===== src/rtl/hvsp_pkg.sv =====
// shared types, codes and frame tables for the hvsp frame and fuse sequencer
// no dependencies
package hvsp_pkg;

   // command codes on the func field
   localparam logic [2:0] FUNC_TICK = 3'd0;
   localparam logic [2:0] FUNC_RAW  = 3'd1;
   localparam logic [2:0] FUNC_LOW  = 3'd2;
   localparam logic [2:0] FUNC_HIGH = 3'd3;
   localparam logic [2:0] FUNC_EXT  = 3'd4;

   // frame timing
   localparam logic [3:0] CLOCK_START      = 4'd0;
   localparam logic [3:0] CLOCK_FIRST_DATA = 4'd1;
   localparam logic [3:0] CLOCK_LAST_DATA  = 4'd8;
   localparam logic [3:0] CLOCK_LAST       = 4'd10;

   // fuse write frame numbers
   localparam logic [1:0] FRAME_ENABLE = 2'd0;
   localparam logic [1:0] FRAME_VALUE  = 2'd1;
   localparam logic [1:0] FRAME_TAIL_A = 2'd2;
   localparam logic [1:0] FRAME_LAST   = 2'd3;

   // fuse frame bytes
   localparam logic [7:0] ENABLE_DATA  = 8'h40;
   localparam logic [7:0] ENABLE_INSTR = 8'h4C;
   localparam logic [7:0] VALUE_INSTR  = 8'h2C;
   localparam logic [7:0] TAIL_DATA    = 8'h00;
   localparam logic [7:0] LOW_TAIL_A   = 8'h64;
   localparam logic [7:0] LOW_TAIL_B   = 8'h6C;
   localparam logic [7:0] HIGH_TAIL_A  = 8'h74;
   localparam logic [7:0] HIGH_TAIL_B  = 8'h7C;
   localparam logic [7:0] EXT_TAIL_A   = 8'h66;
   localparam logic [7:0] EXT_TAIL_B   = 8'h6E;

   typedef struct packed {
      logic [2:0] func;
      logic [7:0] data_byte;
      logic [7:0] instr_byte;
      logic       sdo_level;
   } req_type;

   typedef struct packed {
      logic       sdi_level;
      logic       sii_level;
      logic       clock_pulse;
      logic       busy_res;
      logic [7:0] read_byte;
      logic       read_valid;
      logic       sequence_done;
   } rsp_type;

   typedef struct packed {
      logic       active;
      logic [2:0] command_kind;
      logic [1:0] frame_number;
      logic [3:0] clock_number;
      logic [7:0] data_shift;
      logic [7:0] instr_shift;
      logic [7:0] capture_shift;
      logic [7:0] fuse_value;
   } state_type;

   typedef struct packed {
      logic [7:0] data_byte;
      logic [7:0] instr_byte;
   } frame_load_type;

   // bytes shifted out in one frame of a command
   function automatic frame_load_type frame_load(
      input logic [2:0] kind,
      input logic [1:0] frame,
      input logic [7:0] fuse,
      input logic [7:0] raw_data,
      input logic [7:0] raw_instr
   );
      frame_load_type ld;
      logic [7:0]     tail_a;
      logic [7:0]     tail_b;
      case (kind)
         FUNC_HIGH: begin
            tail_a = HIGH_TAIL_A;
            tail_b = HIGH_TAIL_B;
         end
         FUNC_EXT: begin
            tail_a = EXT_TAIL_A;
            tail_b = EXT_TAIL_B;
         end
         default: begin
            tail_a = LOW_TAIL_A;
            tail_b = LOW_TAIL_B;
         end
      endcase
      if (kind == FUNC_RAW) begin
         ld.data_byte  = raw_data;
         ld.instr_byte = raw_instr;
      end else begin
         case (frame)
            FRAME_ENABLE: begin
               ld.data_byte  = ENABLE_DATA;
               ld.instr_byte = ENABLE_INSTR;
            end
            FRAME_VALUE: begin
               ld.data_byte  = fuse;
               ld.instr_byte = VALUE_INSTR;
            end
            FRAME_TAIL_A: begin
               ld.data_byte  = TAIL_DATA;
               ld.instr_byte = tail_a;
            end
            default: begin
               ld.data_byte  = TAIL_DATA;
               ld.instr_byte = tail_b;
            end
         endcase
      end
      return ld;
   endfunction

endpackage


===== src/rtl/hvsp_step.sv =====
// one serial clock tick of the sequencer: next state and result from state and item
// depends on hvsp_pkg
module hvsp_step (
   input  hvsp_pkg::state_type st,
   input  hvsp_pkg::req_type   item,
   output hvsp_pkg::state_type st_next,
   output hvsp_pkg::rsp_type   rsp
);
   import hvsp_pkg::*;

   state_type      s;
   frame_load_type ld;

   always_comb begin
      s   = st;
      rsp = '0;

      // start of a command while idle
      if (!s.active && (item.func inside {[FUNC_RAW:FUNC_EXT]})) begin
         s.active       = 1'b1;
         s.command_kind = item.func;
         s.fuse_value   = item.data_byte;
         s.frame_number = FRAME_ENABLE;
         s.clock_number = CLOCK_START;
      end

      ld = frame_load(s.command_kind, s.frame_number, s.fuse_value,
                      item.data_byte, item.instr_byte);

      if (s.active) begin
         rsp.clock_pulse = 1'b1;
         rsp.busy_res    = 1'b1;
         if (s.clock_number == CLOCK_START) begin
            s.data_shift    = ld.data_byte;
            s.instr_shift   = ld.instr_byte;
            s.capture_shift = '0;
            s.clock_number  = CLOCK_FIRST_DATA;
         end else if (s.clock_number <= CLOCK_LAST_DATA) begin
            rsp.sdi_level   = s.data_shift[7];
            rsp.sii_level   = s.instr_shift[7];
            s.data_shift    = {s.data_shift[6:0], 1'b0};
            s.instr_shift   = {s.instr_shift[6:0], 1'b0};
            s.capture_shift = {s.capture_shift[6:0], item.sdo_level};
            s.clock_number  = s.clock_number + 4'd1;
         end else if (s.clock_number < CLOCK_LAST) begin
            s.clock_number = s.clock_number + 4'd1;
         end else begin
            rsp.read_valid = 1'b1;
            rsp.read_byte  = s.capture_shift;
            s.clock_number = CLOCK_START;
            if (s.command_kind == FUNC_RAW || s.frame_number == FRAME_LAST) begin
               rsp.sequence_done = 1'b1;
               s.active          = 1'b0;
               s.frame_number    = FRAME_ENABLE;
            end else begin
               s.frame_number = s.frame_number + 2'd1;
            end
         end
      end

      st_next = s;
   end

endmodule


===== src/rtl/hvsp_frame_and_fuse_sequencer.sv =====
// top level of the hvsp frame and fuse sequencer: input register, step logic, result register
// depends on hvsp_pkg and hvsp_step
//
// Master side of a high-voltage serial programming frame. Every item on the req
// channel is one serial clock tick and gives exactly one item on the rsp channel. While idle,
// func starts a raw frame (data_byte / instr_byte shifted out) or a four-frame fuse write
// (low, high or extended, data_byte is the fuse value); func is ignored while busy. A frame
// is a 0 start clock, eight data clocks MSB first on sdi/sii while sdo is captured MSB first,
// and two 0 clocks; read_byte and read_valid come on the last clock of each frame and
// sequence_done on the last clock of the command. Rate: one item per clock while rsp is not
// stalled. An accepted item lands in the input register, passes the combinational step logic,
// and its result is registered in the result register when that register can take it, ready
// to be taken from there when rsp is not stalled.
// The input register and the result register together hold two items, so req_stall rises
// only while a result waits under rsp_stall and the input register is occupied.
module hvsp_frame_and_fuse_sequencer (
   input  logic              clock,
   input  logic              reset,
   input  logic              req_valid,
   output logic              req_stall,
   input  hvsp_pkg::req_type req_data,
   output logic              rsp_valid,
   input  logic              rsp_stall,
   output hvsp_pkg::rsp_type rsp_data
);
   import hvsp_pkg::*;

   // input register
   logic      in_valid_ff;
   req_type   in_data_ff;

   // result register
   logic      rsp_valid_ff;
   rsp_type   rsp_data_ff;
   rsp_type   rsp_data_in;

   // command state, advanced once per tick that moves into the result register
   state_type state_ff;
   state_type state_in;

   logic      advance;

   // result register can take a new item when empty or being drained
   assign advance   = !rsp_valid_ff || !rsp_stall;
   assign req_stall = in_valid_ff && !advance;

   hvsp_step u_step (
      .st      (state_ff),
      .item    (in_data_ff),
      .st_next (state_in),
      .rsp     (rsp_data_in)
   );

   always_ff @(posedge clock) begin
      if (reset) begin
         in_valid_ff <= 1'b0;
      end else if (!req_stall) begin
         in_valid_ff <= req_valid;
      end
   end

   // payload, no reset needed
   always_ff @(posedge clock) begin
      if (req_valid && !req_stall) begin
         in_data_ff <= req_data;
      end
   end

   always_ff @(posedge clock) begin
      if (reset) begin
         rsp_valid_ff <= 1'b0;
      end else if (advance) begin
         rsp_valid_ff <= in_valid_ff;
      end
   end

   always_ff @(posedge clock) begin
      if (advance && in_valid_ff) begin
         rsp_data_ff <= rsp_data_in;
      end
   end

   // sequencer state only moves with a tick that completes the step
   always_ff @(posedge clock) begin
      if (reset) begin
         state_ff <= '0;
      end else if (advance && in_valid_ff) begin
         state_ff <= state_in;
      end
   end

   assign rsp_valid = rsp_valid_ff;
   assign rsp_data  = rsp_data_ff;

endmodule


===== config.mk =====
export PLATFORM = sky130hd
export DESIGN_NAME = hvsp_frame_and_fuse_sequencer
export DESIGN_NICKNAME = d
export VERILOG_FILES = /design/src/rtl/hvsp_pkg.sv /design/src/rtl/hvsp_step.sv /design/src/rtl/hvsp_frame_and_fuse_sequencer.sv
export SDC_FILE = /design/constraint.sdc
export NUM_CORES = 1
export LEC_CHECK = 0
export BUFFER_PORTS_ARGS = -buffer_cell sky130_fd_sc_hd__buf_2
export CORE_ASPECT_RATIO = 1.5
export CORE_MARGIN = 5
export CORE_UTILIZATION = 55
export DETAILED_ROUTE_END_ITERATION = 8
export PLACE_DENSITY_LB_ADDON = 0.2
export SKIP_CTS_REPAIR_TIMING = 1
export SLEW_MARGIN = 40
export SYNTH_ARGS = -nofsm -noshare
export SYNTH_HDL_FRONTEND = slang
export SYNTH_SLANG_ARGS = --single-unit

===== constraint.sdc =====
create_clock -name clock -period 4.7 [get_ports clock]
set_clock_uncertainty 0.2 [all_clocks]
set_input_delay 1.175 -clock clock [delete_from_list [all_inputs] [get_ports clock]]
set_output_delay 1.175 -clock clock [all_outputs]
set_load 0.005 [all_outputs]

After elaboration in Yosys (flattened, before gate mapping)

Index checks and enable logic that the tools add are counted.

Bits of input ports: 24
Logic and storage cells: 79
Output and inout port bits: 16
Register bits: 78

Muxes and demuxes: 25
Bitwise gates (word level): 2
Reduce and logical (&&, ||, !) cells: 19
Add/sub/neg operators: 2
Magnitude comparators: 4
Equality and inequality tests: 6

Operator list:

| kind                                                             | count |
|---|---|
| 16-bit one-hot mux with 3 select lines                           | 1 |
| 10-bit two-way mux                                               | 4 |
| 30-bit two-way mux                                               | 1 |
| 28-bit two-way mux                                               | 1 |
| 24-bit two-way mux                                               | 1 |
| 5-bit one-hot mux with 2 select lines                            | 2 |
| 16-bit two-way mux                                               | 1 |
| 12-bit two-way mux                                               | 1 |
| 2-bit two-way mux                                                | 4 |
| 4-bit two-way mux                                                | 2 |
| 8-bit two-way mux                                                | 1 |
| 1-bit two-way mux                                                | 6 |
| 3-bit OR reduction                                               | 2 |
| 1-bit logical AND                                                | 5 |
| 1-bit zero test                                                  | 5 |
| 4-bit by 1-bit adder with 4-bit output (second input constant)   | 1 |
| 2-bit == test (second input constant)                            | 2 |
| 4-bit less-or-equal comparator (second input constant)           | 1 |
| 4-bit zero test                                                  | 1 |
| 4-bit less-than comparator (second input constant)               | 1 |
| 4-bit OR reduction                                               | 1 |
| 3-bit by 1-bit == test with 1-bit output (second input constant) | 1 |
| 3-bit by 2-bit == test with 1-bit output (second input constant) | 1 |
| 3-bit == test (second input constant)                            | 1 |
| 9 further kinds                                                  | 11 |

Logic depth before layout (Yosys ltp)

Word-level depth: 11
Depth in mapped cells: 13
Depth with buffers taken out: 11

Cells and area by module

A second synthesis with hierarchy kept.

Cells, all modules: 427
Area total of the unflattened synthesis: 4325.4 µm²

By module, submodules not included:

| module                        | cells each | sequential area each (µm²) | times used | area an instance (µm²) |
|---|---|---|---|---|
| hvsp_frame_and_fuse_sequencer | 226        | 1901.8                     | 1          | 3019.1 |
| hvsp_step                     | 201        | 0.0                        | 1          | 1306.3 |

Worst setup path before layout

No wires, ideal clock.

Path type: input -> register
From: input rsp_stall
To: register in_data_ff[0] in the netlist's numbering (enable)
Library setup time: 0.399 ns
Data required time: 4.101 ns
Data arrival time: 2.314 ns
Stages on the path: 2
Path slack: 1.787 ns
Buffers on the path: 0
Path through: and3_1 -> nor2b_1

Longest elaborated chain between the ends: 6

Ends and longest elaborated chain:

| what                   | line                                | RTL |
|---|---|---|
| start: declaration     | hvsp_frame_and_fuse_sequencer.sv:23 | `input logic rsp_stall,` |
| 1-bit zero test        | hvsp_frame_and_fuse_sequencer.sv:44 | `assign advance = !rsp_valid_ff \|\| !rsp_stall;` |
| 1-bit logical OR       | hvsp_frame_and_fuse_sequencer.sv:44 |  |
| 1-bit zero test        | hvsp_frame_and_fuse_sequencer.sv:45 | `assign req_stall = in_valid_ff && !advance;` |
| 1-bit logical AND      | hvsp_frame_and_fuse_sequencer.sv:45 |  |
| 1-bit zero test        | hvsp_frame_and_fuse_sequencer.sv:64 | `if (req_valid && !req_stall) begin` |
| 1-bit logical AND      | hvsp_frame_and_fuse_sequencer.sv:64 |  |
| end signal: assignment | hvsp_frame_and_fuse_sequencer.sv:65 | `in_data_ff <= req_data;` |
| end: declaration       | hvsp_frame_and_fuse_sequencer.sv:30 | `req_type in_data_ff;` |

Every way passes these cells.
A chain may end at the register's enable or synchronous reset.

Worst setup path after layout

From: register in_data_ff[18] in the netlist's numbering
To: register state_ff[29] in the netlist's numbering

Longest elaborated chain between the ends: 8
Elaborated cells between the ends (all ways): 17
Those cells by class: order compare: 3; eq/ne: 3; mux: 5; reduce/logical: 6

Ends and longest elaborated chain:

| what                                                                   | line                                | RTL |
|---|---|---|
| branches (longest 8 deep; another with 4-bit less-or-equal comparator) | -                                   |  |
| end signal: assignment                                                 | hvsp_frame_and_fuse_sequencer.sv:88 | `state_ff <= state_in;` |
| end: declaration                                                       | hvsp_frame_and_fuse_sequencer.sv:38 | `state_type state_ff;` |

Parallel ways; which one is timed is not known.

==> flow_summary.json <==
{
  "dp_hpwl_mm": 4.71,
  "netlist_top_cells_area": "sky130_fd_sc_hd__edfxtp_1, sky130_fd_sc_hd__dfxtp_1, sky130_fd_sc_hd__nor2_1, sky130_fd_sc_hd__nand2_1, sky130_fd_sc_hd__a21oi_1",
  "num_vias": 2563,
  "arrival_ns": 3.23,
  "gp_congestion": 0.885,
  "grt_setup_unrepaired": "false",
  "finalMaxSlewViolations": 0,
  "yosys.cell_types.count": 58,
  "irDropWorstVdd_uv": 313,
  "critical_path_s_top_delay_family": "simple AND/OR/NAND/NOR gates",
  "timing.hold.worst.class": "flip-flop to flip-flop",
  "number_of_antenna_violations_at_the_first_check_in_global_routing": 0,
  "final_hold_viol_count": 0,
  "final_critical_delay_including_setup_and_external_delays_ns": 3.21,
  "min_delay_path_depth": 2,
  "area_growth_from_synthesis_to_final_layout_pct": 12.4,
  "finalSetupViolCount": 0,
  "setup.worst_path.start_class": "flip-flop",
  "max-cap-violations": 0,
  "ctsHtreeMaxLevel": 3,
  "drtIter0Drc": 128,
  "tritoncts.num_buffers": 9,
  "cts_tree": "done",
  "status": "complete, no violations",
  "clockBufferDepth": 2,
  "detailedRoute.firstPassIterationCount": 4,
  "synth_async_sr_flop_share_pct": 0,
  "critical_path_class": "flip-flop to flip-flop",
  "die_width_um": 73.9,
  "clock_insertion_delay_worst_skew_ns": 0.34,
  "final_layout_size_suffix_gt1_share_pct": 19.2,
  "synth_seq_cells": 77,
  "drt-wirelength-per-cell_um": 15.5,
  "worstPathCellList": "nor2_2, mux2i_2, nor2_1, inv_1, ha_1, o21a_1, nand2_1, a221oi_1, nor3_1",
  "global_route.usage.total_pct": 18.8,
  "worstMarginPinSlew_ns": 0.723,
  "number_of_flops_mapped_to_enable_cells_by_yosys": 33,
  "cpPeakStageDelay_ns": 0.55,
  "clock-sinks": 77,
  "routed_wirelength_mm": 6.81,
  "crit_buf_inv": 1,
  "synth_flop_cell": "sky130_fd_sc_hd__dfxtp_1",
  "cts.reportedPaths.clkPinSlew_ns": 0.08,
  "power-per-cell-area_mw_per_mm2": 376,
  "fin_nets": 391,
  "floorplan.initialDensity_pct": 55.7,
  "finalSetupTns_ns": 0,
  "mean_post_synth_cell_area_um2": 10.3,
  "achievable-frequency_ghz": 0.311,
  "finish.utilization_pct": 62.6,
  "drcViolationCount": 0,
  "io_buffer_count": 39,
  "reg2reg_from": "in_data_ff[18]",
  "critical_path.max_fanout": 11,
  "grt_pass1_vias": 2523,
  "antenna_left": 0,
  "die-area_mm2": 0.00782,
  "globalRoute.totalOverflow": 0,
  "placement_rows": 35,
  "largest_net_degree_at_the_start_of_global_routing": 49,
  "post_synth_inst_count": 328,
  "synth-seq-area-share_pct": 55.6,
  "fill_cells": 500,
  "max_slew_margin_pct": 51.6,
  "grt_first_pass_wirelength_mm": 11.4,
  "cp_slowest_cell": "sky130_fd_sc_hd__mux2i_2",
  "crit-reg2reg-capture": "state_ff[29]",
  "min-delay-start": "state_ff[16]",
  "pin_count": 40,
  "count_of_antenna_diodes_in_the_layout": 0,
  "yosysTopAreaCellShare_pct": 29.4,
  "critical_path.endpoint_type": "flip-flop",
  "clock-root-buffer": "sky130_fd_sc_hd__clkbuf_8",
  "core_area_mm2": 0.00604,
  "synth.cell_area_mm2": 0.00337,
  "min_delay_worst_endpoint": "state_ff[16]",
  "period_share_pct": 68.3,
  "reg2regPathDepth": 9,
  "timing.critical_path.required_ns": 4.71,
  "total_leakage_power_nw": 1.46,
  "yosys_warnings": 0,
  "mappedNetlistNets": 359,
  "synth_largest_area_cell": "sky130_fd_sc_hd__edfxtp_1",
  "die_height_um": 106,
  "avgViaCountPerCell": 5.84,
  "ff2ff_setup_slack_ns": 1.49
}
-- synth_stat cells, drive strengths merged, types with 5 or more instances --
cell / number
buf: 10
a221oi: 7
nor3: 7
ha: 7
nand2: 34
o21ai: 9
a21oi: 20
dfxtp: 44
edfxtp: 33
and3: 10
a22oi: 9
nand2b: 7
nor2b: 6
a211oi: 9
inv: 10
clkbuf: 9
o22ai: 5
nor2: 45
-- worst min-delay path: stages, from the launching register on --
cell	delay (ns)
sky130_fd_sc_hd__dfxtp_1	0.31
sky130_fd_sc_hd__nand2_1	0.05
sky130_fd_sc_hd__a21oi_1	0.05
-- metal layers --
layer | part of all wire, % | global-route usage [%]
met3 | 4.2 | 4.77
met1 | 40 | 20.8
met2 | 54 | 33.6
met4 | 1.7 | 6.61
met5 | 0 | 0
-- cells by family (layout without fill, tap and decap cells) --
logic type,after synthesis,in the layout,synth area share (%)
AO/OA/AOI/OAI,80,80,17.1
adder cells (fa/ha/maj),7,7,2.60
AND/OR/NAND/NOR,132,132,19.3
flip-flops,77,77,55.6
multiplexers,3,3,1.08
buffers and inverters,29,66,4.28
-- power by group --
group	total [mW]	internal, mW	switching [mW]
Sequential	0.750	0.729	0.0208
Combinational	0.131	0.0496	0.0812
Clock	0.542	0.313	0.229
Total	1.42	1.09	0.330
-- stage by stage --
step | hold slack, ns | power [mW] | std cells | worst slack [ns] | instance area (µm²)
finish | 0.259 | 1.42 | 439 | 1.49 | 3780
global route | 0.289 | 1.49 | 439 | 1.25 | 3780
CTS | 0.256 | 1.43 | 439 | 1.47 | 3780
detailed placement | 0.245 | 0.895 | 423 | 1.33 | 3560
global placement | 0.235 | 0.891 | 423 | 1.40 | 3560
floorplan | 0.229 | 0.857 | 328 | 1.79 | 3370
-- layout by cell type, fill, tap and decap left out, types with 3 or more instances in the layout --
master	Yosys	layout
sky130_fd_sc_hd__dfxtp_1	44	44
sky130_fd_sc_hd__nor2_1	43	43
sky130_fd_sc_hd__buf_2	4	38
sky130_fd_sc_hd__nand2_1	34	34
sky130_fd_sc_hd__edfxtp_1	33	33
sky130_fd_sc_hd__a21oi_1	20	20
sky130_fd_sc_hd__inv_1	10	10
sky130_fd_sc_hd__and3_1	10	10
sky130_fd_sc_hd__clkbuf_8	0	10
sky130_fd_sc_hd__a22oi_1	9	9
sky130_fd_sc_hd__a211oi_1	8	8
sky130_fd_sc_hd__nand2b_1	7	7
sky130_fd_sc_hd__o21ai_0	7	7
sky130_fd_sc_hd__a221oi_1	7	7
sky130_fd_sc_hd__ha_1	7	7
sky130_fd_sc_hd__nor3_1	6	6
sky130_fd_sc_hd__nor2b_1	6	5
sky130_fd_sc_hd__o22ai_1	5	5
sky130_fd_sc_hd__nor4_1	4	4
sky130_fd_sc_hd__nand3b_1	4	4
sky130_fd_sc_hd__o41ai_1	3	3
-- state kept, by name, indices dropped and copies added, names as in the netlist --
name / cells
rsp_valid: 1
in_data_ff: 20
rsp_data: 13
state_ff: 42
in_valid_ff: 1
-- worst max-delay path by stage --
stage / start / end / slack (ns) / cells after the start
after detailed placement: rsp_stall / state_ff[29] / 1.33 / 9
final: in_data_ff[18] / state_ff[29] / 1.49 / 9
after global routing: state_ff[41] / state_ff[18] / 1.25 / 9
after CTS: in_data_ff[18] / state_ff[29] / 1.47 / 9
after floorplan: rsp_stall / in_data_ff[0] / 1.79 / 2
after global placement: rsp_stall / state_ff[25] / 1.40 / 9
-- final cells by class --
type | instances | area [µm²] | share of cell area, %
Timing Repair Buffer | 40 | 205 | 5.43
Clock inverter | 4 | 72.6 | 1.92
Inverter | 10 | 37.5 | 0.992
Tap cell | 74 | 92.6 | 2.45
Sequential cell | 77 | 1870 | 49.5
Clock buffer | 12 | 145 | 3.84
Multi-Input combinational cell | 222 | 1360 | 35.9
No activity file was read; power rests on OpenSTA's default activity.
